`config.mk`:
```
export PLATFORM = sky130hd
export DESIGN_NAME = dual_envelope_transient_shaper_top_flat
export DESIGN_NICKNAME = d
export VERILOG_FILES = /design/src/hw/rtl/dtsh_pkg.sv /design/src/hw/rtl/dtsh_if.sv /design/src/hw/rtl/dtsh_cfg.sv /design/src/hw/rtl/dtsh_mul.sv /design/src/hw/rtl/dtsh_div.sv /design/src/hw/rtl/dual_envelope_transient_shaper_top.sv /design/src/flat_wrapper.sv
export SDC_FILE = /design/constraint.sdc
export NUM_CORES = 2
export LEC_CHECK = 0
export ABC_CLOCK_PERIOD_IN_PS = 11570
export BUFFER_PORTS_ARGS = -buffer_cell sky130_fd_sc_hd__buf_4
export CORE_UTILIZATION = 40
export CTS_CLUSTER_SIZE = 16
export DETAILED_ROUTE_END_ITERATION = 10
export GPL_TIMING_DRIVEN = 0
export PLACE_DENSITY = 0.65
export SLEW_MARGIN = 20
export SYNTH_ARGS = -nofsm -noshare
export SYNTH_HDL_FRONTEND = slang
export SYNTH_HIERARCHICAL = 1
export SYNTH_SLANG_ARGS = --single-unit
```
`constraint.sdc`:
```
create_clock -name clk_i -period 11.57 [get_ports clk_i]
set_input_delay 1.7355 -clock clk_i [delete_from_list [all_inputs] [get_ports clk_i]]
set_output_delay 1.7355 -clock clk_i [all_outputs]
set_load 0.005 [all_outputs]
```
`src/hw/rtl/dtsh_pkg.sv`:
```
`timescale 1ns / 1ps

package dtsh_pkg;

  // Default build of the shaper.
  localparam int NUM_CHANNELS_DEFAULT = 2;
  localparam int SAMPLE_WIDTH_DEFAULT = 24;

  // Fixed field widths.
  localparam int COEF_W     = 16;
  localparam int AMOUNT_W   = 8;
  localparam int CFG_IDX_W  = 3;
  localparam int CFG_DATA_W = 16;
  localparam int RATIO_W    = 16;
  localparam int GAIN_W     = 16;

  // The shared multiplier takes a coefficient, gain difference or blend gain on its B side.
  localparam int MUL_B_W = COEF_W + 2;

  // The divider retires two quotient bits per cycle.
  localparam int DIV_STEPS = RATIO_W / 2;
  localparam int DIV_CNT_W = $clog2(DIV_STEPS);

  // Rounding terms and the Q2.14 output shift.
  localparam int BLEND_ROUND = 32768;
  localparam int OUT_ROUND   = 8192;
  localparam int OUT_SHIFT   = 14;

  // Gain limits in Q2.14: unity, half and double.
  localparam logic [GAIN_W-1:0] GAIN_UNITY = 16'd16384;
  localparam logic [GAIN_W-1:0] GAIN_MIN   = 16'd8192;
  localparam logic [GAIN_W-1:0] GAIN_MAX   = 16'd32768;

  // Coefficient values after reset.
  localparam logic [COEF_W-1:0] FAST_ATTACK_RST  = 16'd65277;
  localparam logic [COEF_W-1:0] FAST_RELEASE_RST = 16'd65508;
  localparam logic [COEF_W-1:0] SLOW_ATTACK_RST  = 16'd65508;
  localparam logic [COEF_W-1:0] SLOW_RELEASE_RST = 16'd65533;

  // Register map of the configuration port.
  typedef enum logic [CFG_IDX_W-1:0] {
    REG_FAST_ATTACK  = 3'd0,
    REG_FAST_RELEASE = 3'd1,
    REG_SLOW_ATTACK  = 3'd2,
    REG_SLOW_RELEASE = 3'd3,
    REG_ATTACK_AMT   = 3'd4,
    REG_DECAY_AMT    = 3'd5
  } cfg_reg_e;

  // Settings handed from the register bank to the sequencer.
  typedef struct packed {
    logic [COEF_W-1:0] fast_attack;
    logic [COEF_W-1:0] fast_release;
    logic [COEF_W-1:0] slow_attack;
    logic [COEF_W-1:0] slow_release;
    logic [GAIN_W-1:0] gain_att;
    logic [GAIN_W-1:0] gain_dec;
    logic              bypass;
  } dtsh_cfg_t;

  // Amount to gain table, one entry per 8-bit register code.
  typedef logic [GAIN_W-1:0] gain_lut_t [256];

  function automatic gain_lut_t build_gain_lut();
    gain_lut_t lut;
    int        a;
    for (int i = 0; i < 256; i++) begin
      a = (i >= 128) ? i - 256 : i;
      if (a < -127) begin
        a = -127;
      end
      if (a >= 0) begin
        lut[i] = GAIN_W'(16384 + (a * 16384 + 63) / 127);
      end else begin
        lut[i] = GAIN_W'(16384 - ((-a) * 8192 + 63) / 127);
      end
    end
    return lut;
  endfunction

  localparam gain_lut_t GAIN_LUT = build_gain_lut();

endpackage

```
`src/hw/rtl/dtsh_if.sv`:
```
`timescale 1ns / 1ps

// Sample input channel.
interface dtsh_in_if #(
  parameter int SAMPLE_WIDTH = dtsh_pkg::SAMPLE_WIDTH_DEFAULT
);
  logic                           valid;
  logic                           ready;
  logic                           channel_sel;
  logic signed [SAMPLE_WIDTH-1:0] sample_in;

  modport source (output valid, output channel_sel, output sample_in, input ready);
  modport sink (input valid, input channel_sel, input sample_in, output ready);
endinterface

// Shaped sample output channel.
interface dtsh_out_if #(
  parameter int SAMPLE_WIDTH = dtsh_pkg::SAMPLE_WIDTH_DEFAULT
);
  logic                           valid;
  logic                           ready;
  logic signed [SAMPLE_WIDTH-1:0] sample_out;

  modport source (output valid, output sample_out, input ready);
  modport sink (input valid, input sample_out, output ready);
endinterface

// Configuration write channel.
interface dtsh_cfg_if;
  logic                            valid;
  logic                            ready;
  logic [dtsh_pkg::CFG_IDX_W-1:0]  index;
  logic [dtsh_pkg::CFG_DATA_W-1:0] data;

  modport source (output valid, output index, output data, input ready);
  modport sink (input valid, input index, input data, output ready);
endinterface

```
`src/hw/rtl/dtsh_cfg.sv`:
```
`timescale 1ns / 1ps

module dtsh_cfg (
  input  logic                clk_i,
  input  logic                rst_ni,
  dtsh_cfg_if.sink            cfg_i,
  output dtsh_pkg::dtsh_cfg_t cfg_o
);
  import dtsh_pkg::*;

  logic [COEF_W-1:0]   fast_attack_q;
  logic [COEF_W-1:0]   fast_release_q;
  logic [COEF_W-1:0]   slow_attack_q;
  logic [COEF_W-1:0]   slow_release_q;
  logic [AMOUNT_W-1:0] attack_amt_q;
  logic [AMOUNT_W-1:0] decay_amt_q;
  logic [GAIN_W-1:0]   gain_att_q;
  logic [GAIN_W-1:0]   gain_dec_q;

  // Writes are always taken.
  assign cfg_i.ready = 1'b1;

  // Register bank; the gains are looked up once when an amount is written.
  always_ff @(posedge clk_i or negedge rst_ni) begin
    if (!rst_ni) begin
      fast_attack_q  <= FAST_ATTACK_RST;
      fast_release_q <= FAST_RELEASE_RST;
      slow_attack_q  <= SLOW_ATTACK_RST;
      slow_release_q <= SLOW_RELEASE_RST;
      attack_amt_q   <= '0;
      decay_amt_q    <= '0;
      gain_att_q     <= GAIN_UNITY;
      gain_dec_q     <= GAIN_UNITY;
    end else if (cfg_i.valid) begin
      case (cfg_i.index)
        REG_FAST_ATTACK:  fast_attack_q  <= cfg_i.data;
        REG_FAST_RELEASE: fast_release_q <= cfg_i.data;
        REG_SLOW_ATTACK:  slow_attack_q  <= cfg_i.data;
        REG_SLOW_RELEASE: slow_release_q <= cfg_i.data;
        REG_ATTACK_AMT: begin
          attack_amt_q <= cfg_i.data[AMOUNT_W-1:0];
          gain_att_q   <= GAIN_LUT[cfg_i.data[AMOUNT_W-1:0]];
        end
        REG_DECAY_AMT: begin
          decay_amt_q <= cfg_i.data[AMOUNT_W-1:0];
          gain_dec_q  <= GAIN_LUT[cfg_i.data[AMOUNT_W-1:0]];
        end
        default: begin
        end
      endcase
    end
  end

  // Settings seen by the sequencer.
  always_comb begin
    cfg_o.fast_attack  = fast_attack_q;
    cfg_o.fast_release = fast_release_q;
    cfg_o.slow_attack  = slow_attack_q;
    cfg_o.slow_release = slow_release_q;
    cfg_o.gain_att     = gain_att_q;
    cfg_o.gain_dec     = gain_dec_q;
    cfg_o.bypass       = (attack_amt_q == '0) && (decay_amt_q == '0);
  end

endmodule

```
`src/hw/rtl/dtsh_mul.sv`:
```
`timescale 1ns / 1ps

module dtsh_mul #(
  parameter int A_W = dtsh_pkg::SAMPLE_WIDTH_DEFAULT + 1,
  parameter int B_W = dtsh_pkg::MUL_B_W
) (
  input  logic                    clk_i,
  input  logic                    en_i,
  input  logic signed [A_W-1:0]   a_i,
  input  logic signed [B_W-1:0]   b_i,
  output logic signed [A_W+B_W-1:0] prod_o
);
  logic signed [A_W+B_W-1:0] prod_q;

  // Signed product, registered; it holds while the unit is not enabled.
  always_ff @(posedge clk_i) begin
    if (en_i) begin
      prod_q <= a_i * b_i;
    end
  end

  assign prod_o = prod_q;

endmodule

```
`src/hw/rtl/dtsh_div.sv`:
```
`timescale 1ns / 1ps

module dtsh_div #(
  parameter int SAMPLE_WIDTH = dtsh_pkg::SAMPLE_WIDTH_DEFAULT
) (
  input  logic                           clk_i,
  input  logic                           rst_ni,
  input  logic                           start_i,
  input  logic [SAMPLE_WIDTH:0]          num_i,
  input  logic [SAMPLE_WIDTH:0]          den_i,
  output logic                           busy_o,
  output logic                           done_o,
  output logic [dtsh_pkg::RATIO_W-1:0]   quot_o
);
  import dtsh_pkg::*;

  localparam int SW = SAMPLE_WIDTH;

  logic [SW:0]          rem_q;
  logic [SW:0]          den_q;
  logic [RATIO_W-1:0]   quot_q;
  logic [DIV_CNT_W-1:0] cnt_q;
  logic                 busy_q;
  logic                 done_q;

  logic [SW+1:0] r1_sh;
  logic [SW+1:0] r1;
  logic [SW+1:0] r2_sh;
  logic [SW+1:0] r2;
  logic          ge1;
  logic          ge2;

  // Two restoring steps per cycle; the remainder stays below the divisor if the numerator starts below it.
  always_comb begin
    r1_sh = {rem_q, 1'b0};
    ge1   = r1_sh >= {1'b0, den_q};
    r1    = ge1 ? r1_sh - {1'b0, den_q} : r1_sh;
    r2_sh = {r1[SW:0], 1'b0};
    ge2   = r2_sh >= {1'b0, den_q};
    r2    = ge2 ? r2_sh - {1'b0, den_q} : r2_sh;
  end

  // Step counter and quotient shift register.
  always_ff @(posedge clk_i or negedge rst_ni) begin
    if (!rst_ni) begin
      rem_q  <= '0;
      den_q  <= '0;
      quot_q <= '0;
      cnt_q  <= '0;
      busy_q <= 1'b0;
      done_q <= 1'b0;
    end else begin
      done_q <= 1'b0;
      if (start_i) begin
        rem_q  <= num_i;
        den_q  <= den_i;
        cnt_q  <= '0;
        busy_q <= 1'b1;
      end else if (busy_q) begin
        rem_q  <= r2[SW:0];
        quot_q <= {quot_q[RATIO_W-3:0], ge1, ge2};
        cnt_q  <= cnt_q + 1'b1;
        if (cnt_q == DIV_CNT_W'(DIV_STEPS - 1)) begin
          busy_q <= 1'b0;
          done_q <= 1'b1;
        end
      end
    end
  end

  assign busy_o = busy_q;
  assign done_o = done_q;
  assign quot_o = quot_q;

endmodule

```
`src/hw/rtl/dual_envelope_transient_shaper_top.sv`:
```
`timescale 1ns / 1ps

// Dual envelope transient shaper.
// Words enter on in_i (channel_sel, sample_in) and leave on out_o (sample_out),
// both valid/ready channels; cfg_i writes the six settings registers by index
// and is always ready. Settings should only change while no word is in flight.
// One word is processed at a time: in_i is ready only while the sequencer is idle.
// A shaped word steps through the envelope updates, division, blend, output product
// and rounding before it reaches out_o. The shared multiplier is used four times
// (two envelope updates, the gain blend and the output product) and the ratio
// divider retires two quotient bits a cycle.
// A bypassed word (both amounts zero, or a channel that is not built) goes straight
// to the output step after acceptance and leaves the envelopes untouched.
// A finished word sits in the output register until taken; the next word is
// accepted meanwhile and waits in its last step if out_o is still stalled.
// Reset clears the envelopes to zero and restores the register defaults.
module dual_envelope_transient_shaper_top #(
  parameter int NUM_CHANNELS = dtsh_pkg::NUM_CHANNELS_DEFAULT,
  parameter int SAMPLE_WIDTH = dtsh_pkg::SAMPLE_WIDTH_DEFAULT
) (
  input  logic       clk_i,
  input  logic       rst_ni,
  dtsh_cfg_if.sink   cfg_i,
  dtsh_in_if.sink    in_i,
  dtsh_out_if.source out_o
);
  import dtsh_pkg::*;

  localparam int SW   = SAMPLE_WIDTH;
  localparam int CH_W = (NUM_CHANNELS > 1) ? $clog2(NUM_CHANNELS) : 1;
  localparam int MA_W = SW + 1;
  localparam int MB_W = MUL_B_W;
  localparam int P_W  = MA_W + MB_W;
  localparam longint unsigned EpsVal = ((64'd1 << (SW - 1)) + 64'd5000) / 64'd10000;
  localparam logic [SW:0] EPS = (SW + 1)'(EpsVal);

  typedef enum logic [3:0] {
    S_IDLE,
    S_FAST,
    S_SLOW,
    S_SLOW_WB,
    S_DIV_START,
    S_DIV,
    S_BLEND,
    S_BLEND_WB,
    S_OUT_MUL,
    S_ROUND,
    S_OUT
  } state_e;

  state_e                 state_q;
  logic                   ch_q;
  logic signed [SW-1:0]   x_q;
  logic [SW-1:0]          rect_q;
  logic [SW-1:0]          fast_env_q [NUM_CHANNELS];
  logic [SW-1:0]          slow_env_q [NUM_CHANNELS];
  logic [SW-1:0]          fe_q;
  logic [SW-1:0]          se_q;
  logic signed [GAIN_W:0] gdiff_q;
  logic [GAIN_W-1:0]      blend_q;
  logic [SW-1:0]          res_q;
  logic [SW-1:0]          out_data_q;
  logic                   out_valid_q;

  dtsh_cfg_t cfg;

  logic [CH_W-1:0]        ch_idx;
  logic [SW-1:0]          fast_cur;
  logic [SW-1:0]          slow_cur;
  logic [COEF_W-1:0]      fast_coef;
  logic [COEF_W-1:0]      slow_coef;
  logic signed [SW:0]     fast_diff;
  logic signed [SW:0]     slow_diff;
  logic signed [P_W-1:0]  env_acc;
  logic [SW-1:0]          env_new;
  logic signed [P_W-1:0]  blend_sum;
  logic [GAIN_W-1:0]      blend_new;
  logic signed [P_W-1:0]  p_rnd;
  logic [SW+4:0]          y_full;
  logic                   y_fits;
  logic [SW-1:0]          y_sat;

  logic                   mul_en;
  logic signed [MA_W-1:0] mul_a;
  logic signed [MB_W-1:0] mul_b;
  logic signed [P_W-1:0]  prod;

  logic                   div_start;
  logic                   div_busy;
  logic                   div_done;
  logic [SW:0]            div_num;
  logic [SW:0]            div_den;
  logic [RATIO_W-1:0]     ratio;

  // Settings registers.
  dtsh_cfg u_cfg (
    .clk_i  (clk_i),
    .rst_ni (rst_ni),
    .cfg_i  (cfg_i),
    .cfg_o  (cfg)
  );

  // Shared multiplier.
  dtsh_mul #(
    .A_W (MA_W),
    .B_W (MB_W)
  ) u_mul (
    .clk_i  (clk_i),
    .en_i   (mul_en),
    .a_i    (mul_a),
    .b_i    (mul_b),
    .prod_o (prod)
  );

  // Ratio divider.
  dtsh_div #(
    .SAMPLE_WIDTH (SW)
  ) u_div (
    .clk_i   (clk_i),
    .rst_ni  (rst_ni),
    .start_i (div_start),
    .num_i   (div_num),
    .den_i   (div_den),
    .busy_o  (div_busy),
    .done_o  (div_done),
    .quot_o  (ratio)
  );

  // Envelope follower operands: c * (env - rect) is added to rect scaled by 2^16.
  always_comb begin
    ch_idx    = CH_W'(ch_q);
    fast_cur  = fast_env_q[ch_idx];
    slow_cur  = slow_env_q[ch_idx];
    fast_coef = (rect_q > fast_cur) ? cfg.fast_attack : cfg.fast_release;
    slow_coef = (rect_q > slow_cur) ? cfg.slow_attack : cfg.slow_release;
    fast_diff = $signed({1'b0, fast_cur}) - $signed({1'b0, rect_q});
    slow_diff = $signed({1'b0, slow_cur}) - $signed({1'b0, rect_q});
    env_acc   = $signed({3'b000, rect_q, {COEF_W{1'b0}}}) + prod;
    env_new   = env_acc[SW+COEF_W-1:COEF_W];
  end

  // Gain blend: decay gain plus ratio times the gain difference, rounded.
  always_comb begin
    blend_sum = $signed(P_W'({cfg.gain_dec, {RATIO_W{1'b0}}})) + prod
                + $signed(P_W'(BLEND_ROUND));
    blend_new = blend_sum[RATIO_W+GAIN_W-1:RATIO_W];
  end

  // Output rounding, half up, then saturation to the sample range.
  always_comb begin
    p_rnd  = prod + $signed(P_W'(OUT_ROUND));
    y_full = p_rnd[P_W-1:OUT_SHIFT];
    y_fits = (&y_full[SW+4:SW-1]) || !(|y_full[SW+4:SW-1]);
    if (y_fits) begin
      y_sat = y_full[SW-1:0];
    end else if (y_full[SW+4]) begin
      y_sat = {1'b1, {(SW-1){1'b0}}};
    end else begin
      y_sat = {1'b0, {(SW-1){1'b1}}};
    end
  end

  // Divider operands: transient level over fast envelope plus epsilon.
  always_comb begin
    div_num   = (fe_q > se_q) ? {1'b0, fe_q - se_q} : '0;
    div_den   = {1'b0, fe_q} + EPS;
    div_start = (state_q == S_DIV_START);
  end

  // Multiplier operand selection per step.
  always_comb begin
    mul_en = state_q inside {S_FAST, S_SLOW, S_BLEND, S_OUT_MUL};
    case (state_q)
      S_FAST: begin
        mul_a = fast_diff;
        mul_b = $signed({2'b00, fast_coef});
      end
      S_SLOW: begin
        mul_a = slow_diff;
        mul_b = $signed({2'b00, slow_coef});
      end
      S_BLEND: begin
        mul_a = $signed(MA_W'(ratio));
        mul_b = MB_W'(gdiff_q);
      end
      S_OUT_MUL: begin
        mul_a = MA_W'(x_q);
        mul_b = $signed({2'b00, blend_q});
      end
      default: begin
        mul_a = '0;
        mul_b = '0;
      end
    endcase
  end

  assign in_i.ready       = (state_q == S_IDLE);
  assign out_o.valid      = out_valid_q;
  assign out_o.sample_out = out_data_q;

  // Sequencer with envelope state and output register.
  always_ff @(posedge clk_i or negedge rst_ni) begin
    if (!rst_ni) begin
      state_q     <= S_IDLE;
      ch_q        <= 1'b0;
      x_q         <= '0;
      rect_q      <= '0;
      fe_q        <= '0;
      se_q        <= '0;
      gdiff_q     <= '0;
      blend_q     <= '0;
      res_q       <= '0;
      out_data_q  <= '0;
      out_valid_q <= 1'b0;
      for (int i = 0; i < NUM_CHANNELS; i++) begin
        fast_env_q[i] <= '0;
        slow_env_q[i] <= '0;
      end
    end else begin
      // The output register empties when taken, unless a new word refills it.
      if (out_valid_q && out_o.ready && (state_q != S_OUT)) begin
        out_valid_q <= 1'b0;
      end
      case (state_q)
        S_IDLE: begin
          if (in_i.valid) begin
            x_q    <= in_i.sample_in;
            ch_q   <= in_i.channel_sel;
            res_q  <= in_i.sample_in;
            rect_q <= in_i.sample_in[SW-1] ? SW'(~in_i.sample_in + 1'b1) : in_i.sample_in;
            if (cfg.bypass || (in_i.channel_sel && (NUM_CHANNELS < 2))) begin
              state_q <= S_OUT;
            end else begin
              state_q <= S_FAST;
            end
          end
        end
        S_FAST: begin
          state_q <= S_SLOW;
        end
        S_SLOW: begin
          fast_env_q[ch_idx] <= env_new;
          fe_q               <= env_new;
          state_q            <= S_SLOW_WB;
        end
        S_SLOW_WB: begin
          slow_env_q[ch_idx] <= env_new;
          se_q               <= env_new;
          state_q            <= S_DIV_START;
        end
        S_DIV_START: begin
          gdiff_q <= $signed({1'b0, cfg.gain_att}) - $signed({1'b0, cfg.gain_dec});
          state_q <= S_DIV;
        end
        S_DIV: begin
          if (div_done) begin
            state_q <= S_BLEND;
          end
        end
        S_BLEND: begin
          state_q <= S_BLEND_WB;
        end
        S_BLEND_WB: begin
          blend_q <= blend_new;
          state_q <= S_OUT_MUL;
        end
        S_OUT_MUL: begin
          state_q <= S_ROUND;
        end
        S_ROUND: begin
          res_q   <= y_sat;
          state_q <= S_OUT;
        end
        S_OUT: begin
          if (!out_valid_q || out_o.ready) begin
            out_data_q  <= res_q;
            out_valid_q <= 1'b1;
            state_q     <= S_IDLE;
          end
        end
        default: begin
          state_q <= S_IDLE;
        end
      endcase
    end
  end

  // The blended gain always lies between half and double.
  assert property (@(posedge clk_i) disable iff (!rst_ni)
    (state_q == S_OUT_MUL) |-> (blend_q >= GAIN_MIN && blend_q <= GAIN_MAX))
    else $error("blend gain out of range");

  // The divider only finishes while the sequencer waits for it.
  assert property (@(posedge clk_i) disable iff (!rst_ni)
    div_done |-> (state_q == S_DIV))
    else $error("divider finished outside the divide step");

  // A finished word is held back while the output register is still occupied.
  assert property (@(posedge clk_i) disable iff (!rst_ni)
    (state_q == S_OUT && out_valid_q && !out_o.ready) |=> (state_q == S_OUT))
    else $error("output register overwritten");

  // The divider is never left running when the sequencer is idle.
  assert property (@(posedge clk_i) disable iff (!rst_ni)
    (state_q == S_IDLE) |-> !div_busy)
    else $error("divider busy while idle");

endmodule
```
`src/flat_wrapper.sv`:
```
// flat-port wrapper written by rule: the top's interface ports become plain ports
module dual_envelope_transient_shaper_top_flat import dtsh_pkg::*;
#(
  parameter int NUM_CHANNELS = dtsh_pkg::NUM_CHANNELS_DEFAULT,
  parameter int SAMPLE_WIDTH = dtsh_pkg::SAMPLE_WIDTH_DEFAULT
)
  (clk_i, rst_ni, cfg_i_valid, cfg_i_index, cfg_i_data, cfg_i_ready, in_i_valid, in_i_channel_sel, in_i_sample_in, in_i_ready, out_o_valid, out_o_sample_out, out_o_ready);
  dtsh_cfg_if cfg_i_i ();
  dtsh_in_if #(.SAMPLE_WIDTH(SAMPLE_WIDTH)) in_i_i ();
  dtsh_out_if #(.SAMPLE_WIDTH(SAMPLE_WIDTH)) out_o_i ();
  input  logic clk_i;
  input  logic rst_ni;
  input wire logic [$bits(cfg_i_i.valid)-1:0] cfg_i_valid;
  input wire logic [$bits(cfg_i_i.index)-1:0] cfg_i_index;
  input wire logic [$bits(cfg_i_i.data)-1:0] cfg_i_data;
  output wire logic [$bits(cfg_i_i.ready)-1:0] cfg_i_ready;
  input wire logic [$bits(in_i_i.valid)-1:0] in_i_valid;
  input wire logic [$bits(in_i_i.channel_sel)-1:0] in_i_channel_sel;
  input wire logic [$bits(in_i_i.sample_in)-1:0] in_i_sample_in;
  output wire logic [$bits(in_i_i.ready)-1:0] in_i_ready;
  output wire logic [$bits(out_o_i.valid)-1:0] out_o_valid;
  output wire logic [$bits(out_o_i.sample_out)-1:0] out_o_sample_out;
  input wire logic [$bits(out_o_i.ready)-1:0] out_o_ready;
  assign cfg_i_i.valid = cfg_i_valid;
  assign cfg_i_i.index = cfg_i_index;
  assign cfg_i_i.data = cfg_i_data;
  assign cfg_i_ready = cfg_i_i.ready;
  assign in_i_i.valid = in_i_valid;
  assign in_i_i.channel_sel = in_i_channel_sel;
  assign in_i_i.sample_in = in_i_sample_in;
  assign in_i_ready = in_i_i.ready;
  assign out_o_valid = out_o_i.valid;
  assign out_o_sample_out = out_o_i.sample_out;
  assign out_o_i.ready = out_o_ready;
  dual_envelope_transient_shaper_top #(.NUM_CHANNELS(NUM_CHANNELS), .SAMPLE_WIDTH(SAMPLE_WIDTH)) u_core (.clk_i(clk_i), .rst_ni(rst_ni), .cfg_i(cfg_i_i), .in_i(in_i_i), .out_o(out_o_i));
endmodule
```
# After elaboration in Yosys (flattened, before gate mapping)
# Memories as Yosys holds them, arrays and structs flattened.
# Cells that the tools add are included.
classes:
  add_sub_neg: 13
  n_mul: 1
  div_mod_pow: 0
  n_lt_le_gt_ge: 8
  eq_ne: 20
  n_shift: 0
  muxes: 42
  bitwise_logic: 4
  reduce_logical: 28
ops:
  columns: ["cell", "n"]
  rows:
  - ["$mux W24", 12]
  - ["$mux W25", 4]
  - ["$pmux W25 S4", 1]
  - ["$bwmux W48", 2]
  - ["$gt A24 B24 Y1", 3]
  - ["$pmux W18 S4", 1]
  - ["$mux W16", 4]
  - ["$ge A26 B25 Y1", 2]
  - ["$sub A24 B24 Y25", 2]
  - ["$sub A25 B25 Y25", 2]
  - ["$pmux W24 S2", 1]
  - ["$pmux W4 S11", 1]
  - ["$add A43 B15 Y43 const B", 1]
  - ["$mul A25 B18 Y43", 1]
  - ["$add A40 B40 Y40", 1]
  - ["$add A32 B17 Y32 const B", 1]
  - ["$add A32 B32 Y32", 1]
  - ["$add A24 B10 Y25 const B", 1]
  - ["$add A24 B1 Y24 const B", 1]
  - ["$demux W24 S1", 1]
  - ["$not A24 Y24", 1]
  - ["$sub A24 B24 Y24", 1]
  - ["$reduce_and A2 Y1", 10]
  - ["$sub A16 B16 Y17", 1]
  - ["31 further kinds", 60]
totals:
  register_bits: 505
  latch_bits: 0
  ram_bits: 0
  rom_bits: 4096
  inputBits: 49
  output_inout_bits: 27
  n_memories: 1
mem_list:
  columns: ["memory", "words", "width", "read_ports", "rd_clocked_by_memory_dff", "wr", "line", "text"]
  rows:
  - ["(no name shown)", 256, 16, 1, 0, 0, "dtsh_cfg.sv:46", "gain_dec_q <= GAIN_LUT[cfg_i.data[AMOUNT_W-1:0]];"]

# Depth between registers and ports, before layout
depth:
  word_depth: 8
  depth_mapped: 41

# By module
# Netlist, hierarchy kept.
modules_own_cells:
  columns: ["module", "instances", "cells_per_inst", "area_per_inst_um2", "seq_area_each_um2"]
  rows:
  - ["dual_envelope_transient_shaper_top", 1, 2306, 19461.2, 6956.7]
  - ["dtsh_mul", 1, 1845, 17162.7, 1291.2]
  - ["dtsh_div", 1, 736, 5920.7, 1776.7]
  - ["dtsh_cfg", 1, 394, 4810.9, 2871.5]

# Worst setup path before layout
# Ideal clock, no wire load.
synth_path:
  kind: "register to register"
  startpoint: "register u_core.ch_q (netlist: u_core/ch_idx)"
  endpoint: "register u_core.u_mul.prod_q[41] (netlist: u_core/u_mul/prod_o[41]) (data pin)"
  setup_time_ps: 265
  arrival_time_ps: 9915
  slack_ps: 1390
  stages_incl_launch_ff: 41
  n_path_buf: 5
  synth_period_minus_slack_ps: 10180
  cell_sequence: "dfrtp_1 clkbuf_1 clkbuf_1 buf_1 mux2i_1 ha_1 inv_1 fa_1 a211oi_1 o21ai_1 a311o_1 a2111oi_1 nor3_1 o41ai_1 xnor2_1 a22oi_1 o21ai_0 clkbuf_1 (+5 left out) inv_1 fa_1 inv_1 fa_1 fa_1 inv_1 fa_1 inv_1 ha_1 a21o_1 a21o_1 a21oi_1 a21oi_1 a211o_1 a31oi_2 o21a_2 nor4_1 or3_1"
synth_between:
  elab_cells_between_ends: 16
  cone_classes: "add/sub: 2; mul: 1; order compare: 2; mux: 10; bitwise: 1"
synth_rtl:
  columns: ["element", "line", "text"]
  rows:
  - ["start: declaration", "dual_envelope_transient_shaper_top.sv:52", "logic ch_q;"]
  - ["start signal: assignment", "dual_envelope_transient_shaper_top.sv:228", "ch_q <= in_i.channel_sel;"]
  - ["$not A1 Y2 (not written as such) *", "dual_envelope_transient_shaper_top.sv:132, dual_envelope_transient_shaper_top.sv:133", null]
  - ["$mux W24 (on tied branches) (3 in a row)", "dual_envelope_transient_shaper_top.sv:133, dual_envelope_transient_shaper_top.sv:132", null]
  - ["$sub A24 B24 Y25 (on tied branches)", "dual_envelope_transient_shaper_top.sv:137, dual_envelope_transient_shaper_top.sv:136", null]
  - ["$pmux W25 S4 *", "dual_envelope_transient_shaper_top.sv:173", "case (state_q)"]
  - ["net u_core.mul_a[22]", "dual_envelope_transient_shaper_top.sv:84", "logic signed [MA_W-1:0] mul_a;"]
  - ["$mul A25 B18 Y43 *", "dtsh_mul.sv:18", "prod_q <= a_i * b_i;"]
  - ["end signal: assignment", "dtsh_mul.sv:18", null]
  - ["end: declaration", "dtsh_mul.sv:13", "logic signed [A_W+B_W-1:0] prod_q;"]
# Mark *: on every way through the listed nets, which the timed path passes. The rest lies on a longest branch. The select of a mux whose other input is x is not followed.
# A chain may end at the register's enable or synchronous reset.

# Final worst setup path
layout_path:
  startpoint: "register u_core.ch_q (netlist: u_core/ch_idx)"
  endpoint: "register u_core.u_mul.prod_q[41] (netlist: u_core/u_mul/prod_o[41]) (data pin)"
layout_between:
  elab_chain_len: 8
  elab_cells_between_ends: 16
  cone_classes: "add/sub: 2; mul: 1; order compare: 2; mux: 10; bitwise: 1"
layout_rtl:
  columns: ["element", "line", "text"]
  rows:
  - ["$not A1 Y2 (not written as such) *", "dual_envelope_transient_shaper_top.sv:132, dual_envelope_transient_shaper_top.sv:133", null]
  - ["$mux W24 (on tied branches) (3 in a row)", "dual_envelope_transient_shaper_top.sv:133, dual_envelope_transient_shaper_top.sv:132", null]
  - ["$gt A24 B24 Y1 (on tied branches)", "dual_envelope_transient_shaper_top.sv:135, dual_envelope_transient_shaper_top.sv:134", null]
  - ["$mux W16 (on tied branches)", "dual_envelope_transient_shaper_top.sv:135, dual_envelope_transient_shaper_top.sv:134", null]
  - ["$pmux W18 S4 *", "dual_envelope_transient_shaper_top.sv:173", null]
  - ["net u_core.mul_b[8]", "dual_envelope_transient_shaper_top.sv:85", "logic signed [MB_W-1:0] mul_b;"]
  - ["$mul A25 B18 Y43 *", "dtsh_mul.sv:18", null]
# Marks and branches as above.

==> metrics <==
syn avg cell area=8.93 µm²; Syn Inst Count=5250; post-layout util=44.2%; synthesis-to-finish area growth=9.50%; final net count=6172; maximum clock rate=a little under 90 MHz; Rel. slew slack=26.4%; first-pass GRT wire length=222000 µm; number of routed nets with antenna violations=0; hold path startpoint=u_core/fast_env_q[47]; min Tclk post-route=11270 ps; CP Launch Type=register; clk sinks=491; die height=between 300 and 400 µm; DP HPWL=115000 µm; synthesized cell area=46900 µm²; R2R Path End=u_core/u_mul/prod_o[41]; fin crit share=a little over nine tenths; num rows=about 130; CTS Hold Buffers Added=0; outcome=complete, no violations; DR DRC count=0; largest stage delay on the critical path=590 ps; Num CTS Buffers=50; Hold EP=u_core/fast_env_q[47]; Final Skew=48.3 ps; fin. max-slew vios=0; clk buf depth=3; GRT Resource Usage Total=24.4%; worst slew pin tran=1100 ps; maximum fanout along the worst path=10; Vias=37900; Worst EP arrival=~12000 ps; yosys warns=6; layout cells sized above 1=between 8 and 9%; total grt overflow=0; CP Capture Type=register; number of setup buffers added after CTS=0; drt first pass iters=8; CTS tree=built; most frequent CP cell=fa_1; endpoints failing hold=0; worst setup path class=reg -> reg; Min-Delay Path Depth=2; htree depth=2; initial antenna violation count=7; GPL Wtd Cong=0.937; Skew-Pair Late Insertion Delay=about 640 ps; core area=between 100000 and 150000 µm²; Slowest-stage cell, CP=a221o_2; I/O pin total=76; Chip Width=roughly 340 µm; RR Startpoint=u_core/ch_idx; DRT iter0 DRCs=roughly 3200; cell count of the worst reg-to-reg path=36; CTS clk-pin slew, worst paths=60 ps; Die ar.=119000 µm²; # setup viols final=0; number of fill cells=11300; vias per cell=5.46; Max Cap Viol=0; DR WL/cell=20.6 µm; initial core utilization=between 40% and 50%; drt total wl=143000 µm; root buffer cell=clkbuf_16; largest net degree at the start of global routing=94; vias in the first global route=38200; reg-to-reg slack, setup=300 ps; Mapped Nets=6044; PortBufs=70; Worst EP required=~12000 ps; Hold Path Class=reg -> reg
## critical path, delay by kind of cell (launching register included)
kind | cells | cell delay [ps]
fa+ha+maj | 8 | 3790
compound gates | 13 | 3490
simple gates | 6 | 1430
buf+inv | 8 | 1370
flops | 1 | 500
mux | 1 | 400
## metal layers
metal | track usage, % | part of all wire (%) | up-vias
li1 | - | - | 17600
met1 | 31.6 | 42 | 18700
met2 | 40.7 | 47 | 1311
met3 | 3.98 | 6.8 | 289
met4 | 9.35 | 3.9 | 8
met5 | 0 | 0.036 | -
## final cells by class
class	instances	area, µm²	share of cell area (%)
Sequential cell	491	12500	24.4
Buffer	235	1020	1.98
Antenna cell	3	7.51	0.0146
Inverter	675	2530	4.94
Multi-Input combinational cell	3845	31000	60.4
Clock buffer	74	1490	2.91
Tap cell	1524	1910	3.72
Clock inverter	16	143	0.278
Timing Repair Buffer	80	729	1.42
## cell usage in the layout (no fill, tap or decap), types with 30 or more instances in the layout
cell type,instances
clkbuf_16,52
buf_4,76
o21ai_0,371
clkbuf_2,37
nand2b_1,50
and3_1,33
o21ai_1,31
clkbuf_1,169
a21oi_1,229
mux2i_1,32
a21o_1,62
edfxtp_1,30
xnor2_1,131
mux2_2,132
and2_1,173
dfstp_2,55
fa_1,447
nand4_1,30
a31oi_1,30
dfrtp_1,405
nor2b_1,30
nand3_1,66
nor2_1,217
nor3_1,63
nand2_1,860
ha_1,297
inv_1,674
xor2_1,108
## worst max path at each step
stage,slack (ps),to,cells past startpoint,startpoint
floorplan,1390,u_core/u_mul/prod_o[41],40,u_core/ch_idx
global placement,-1450,u_core/u_mul/prod_o[32],37,u_core/ch_idx
detailed placement,-1440,u_core/u_mul/prod_o[32],37,u_core/ch_idx
CTS,10,u_core/u_mul/prod_o[41],33,u_core/ch_idx
global route,-0.8,u_core/u_mul/prod_o[41],35,u_core/ch_idx
finish,300,u_core/u_mul/prod_o[41],36,u_core/ch_idx
## sequential cells by signal, indices dropped and copies added, names as in the netlist, 4 cells and up
register / cells
u_core/fast_env_q: 48
u_core/fe_q: 24
u_core/out_o.sample_out: 24
u_core/u_cfg/fast_attack_q: 16
u_core/u_mul/prod_o: 30
u_core/u_cfg/fast_release_q: 16
u_core/slow_env_q: 48
u_core/gdiff_q: 17
u_core/u_cfg/slow_attack_q: 16
u_core/u_div/rem_q: 25
u_core/blend_q: 16
u_core/state_q: 4
u_core/u_cfg/slow_release_q: 16
u_core/rect_q: 23
u_core/u_div/quot_o: 16
u_core/u_cfg/decay_amt_q: 8
u_core/x_q: 24
u_core/u_cfg/attack_amt_q: 8
u_core/se_q: 24
u_core/u_cfg/gain_att_q: 16
u_core/u_div/den_q: 25
u_core/res_q: 24
u_core/u_cfg/gain_dec_q: 16
## through the flow
step	hold WS, ps	cell area (µm²)	TNS, ps	setup WS, ps	cells
floorplan	443	46900	0	1390	5250
global placement	457	49300	-27900	-1450	6844
detailed placement	462	49600	-27650	-1440	6854
CTS	476	51200	0	14.7	6943
global route	488	51300	-0.755	-0.755	6940
finish	472	51300	0	298	6943
## what timing repair did
item	in CTS	in global routing
pin swaps	1	0
endpoints found under the setup margin	28	19
resized for setup	34	62
Power is not shown: default switching activity piles up to over one toggle a cycle in this logic, so the estimate is an artifact.
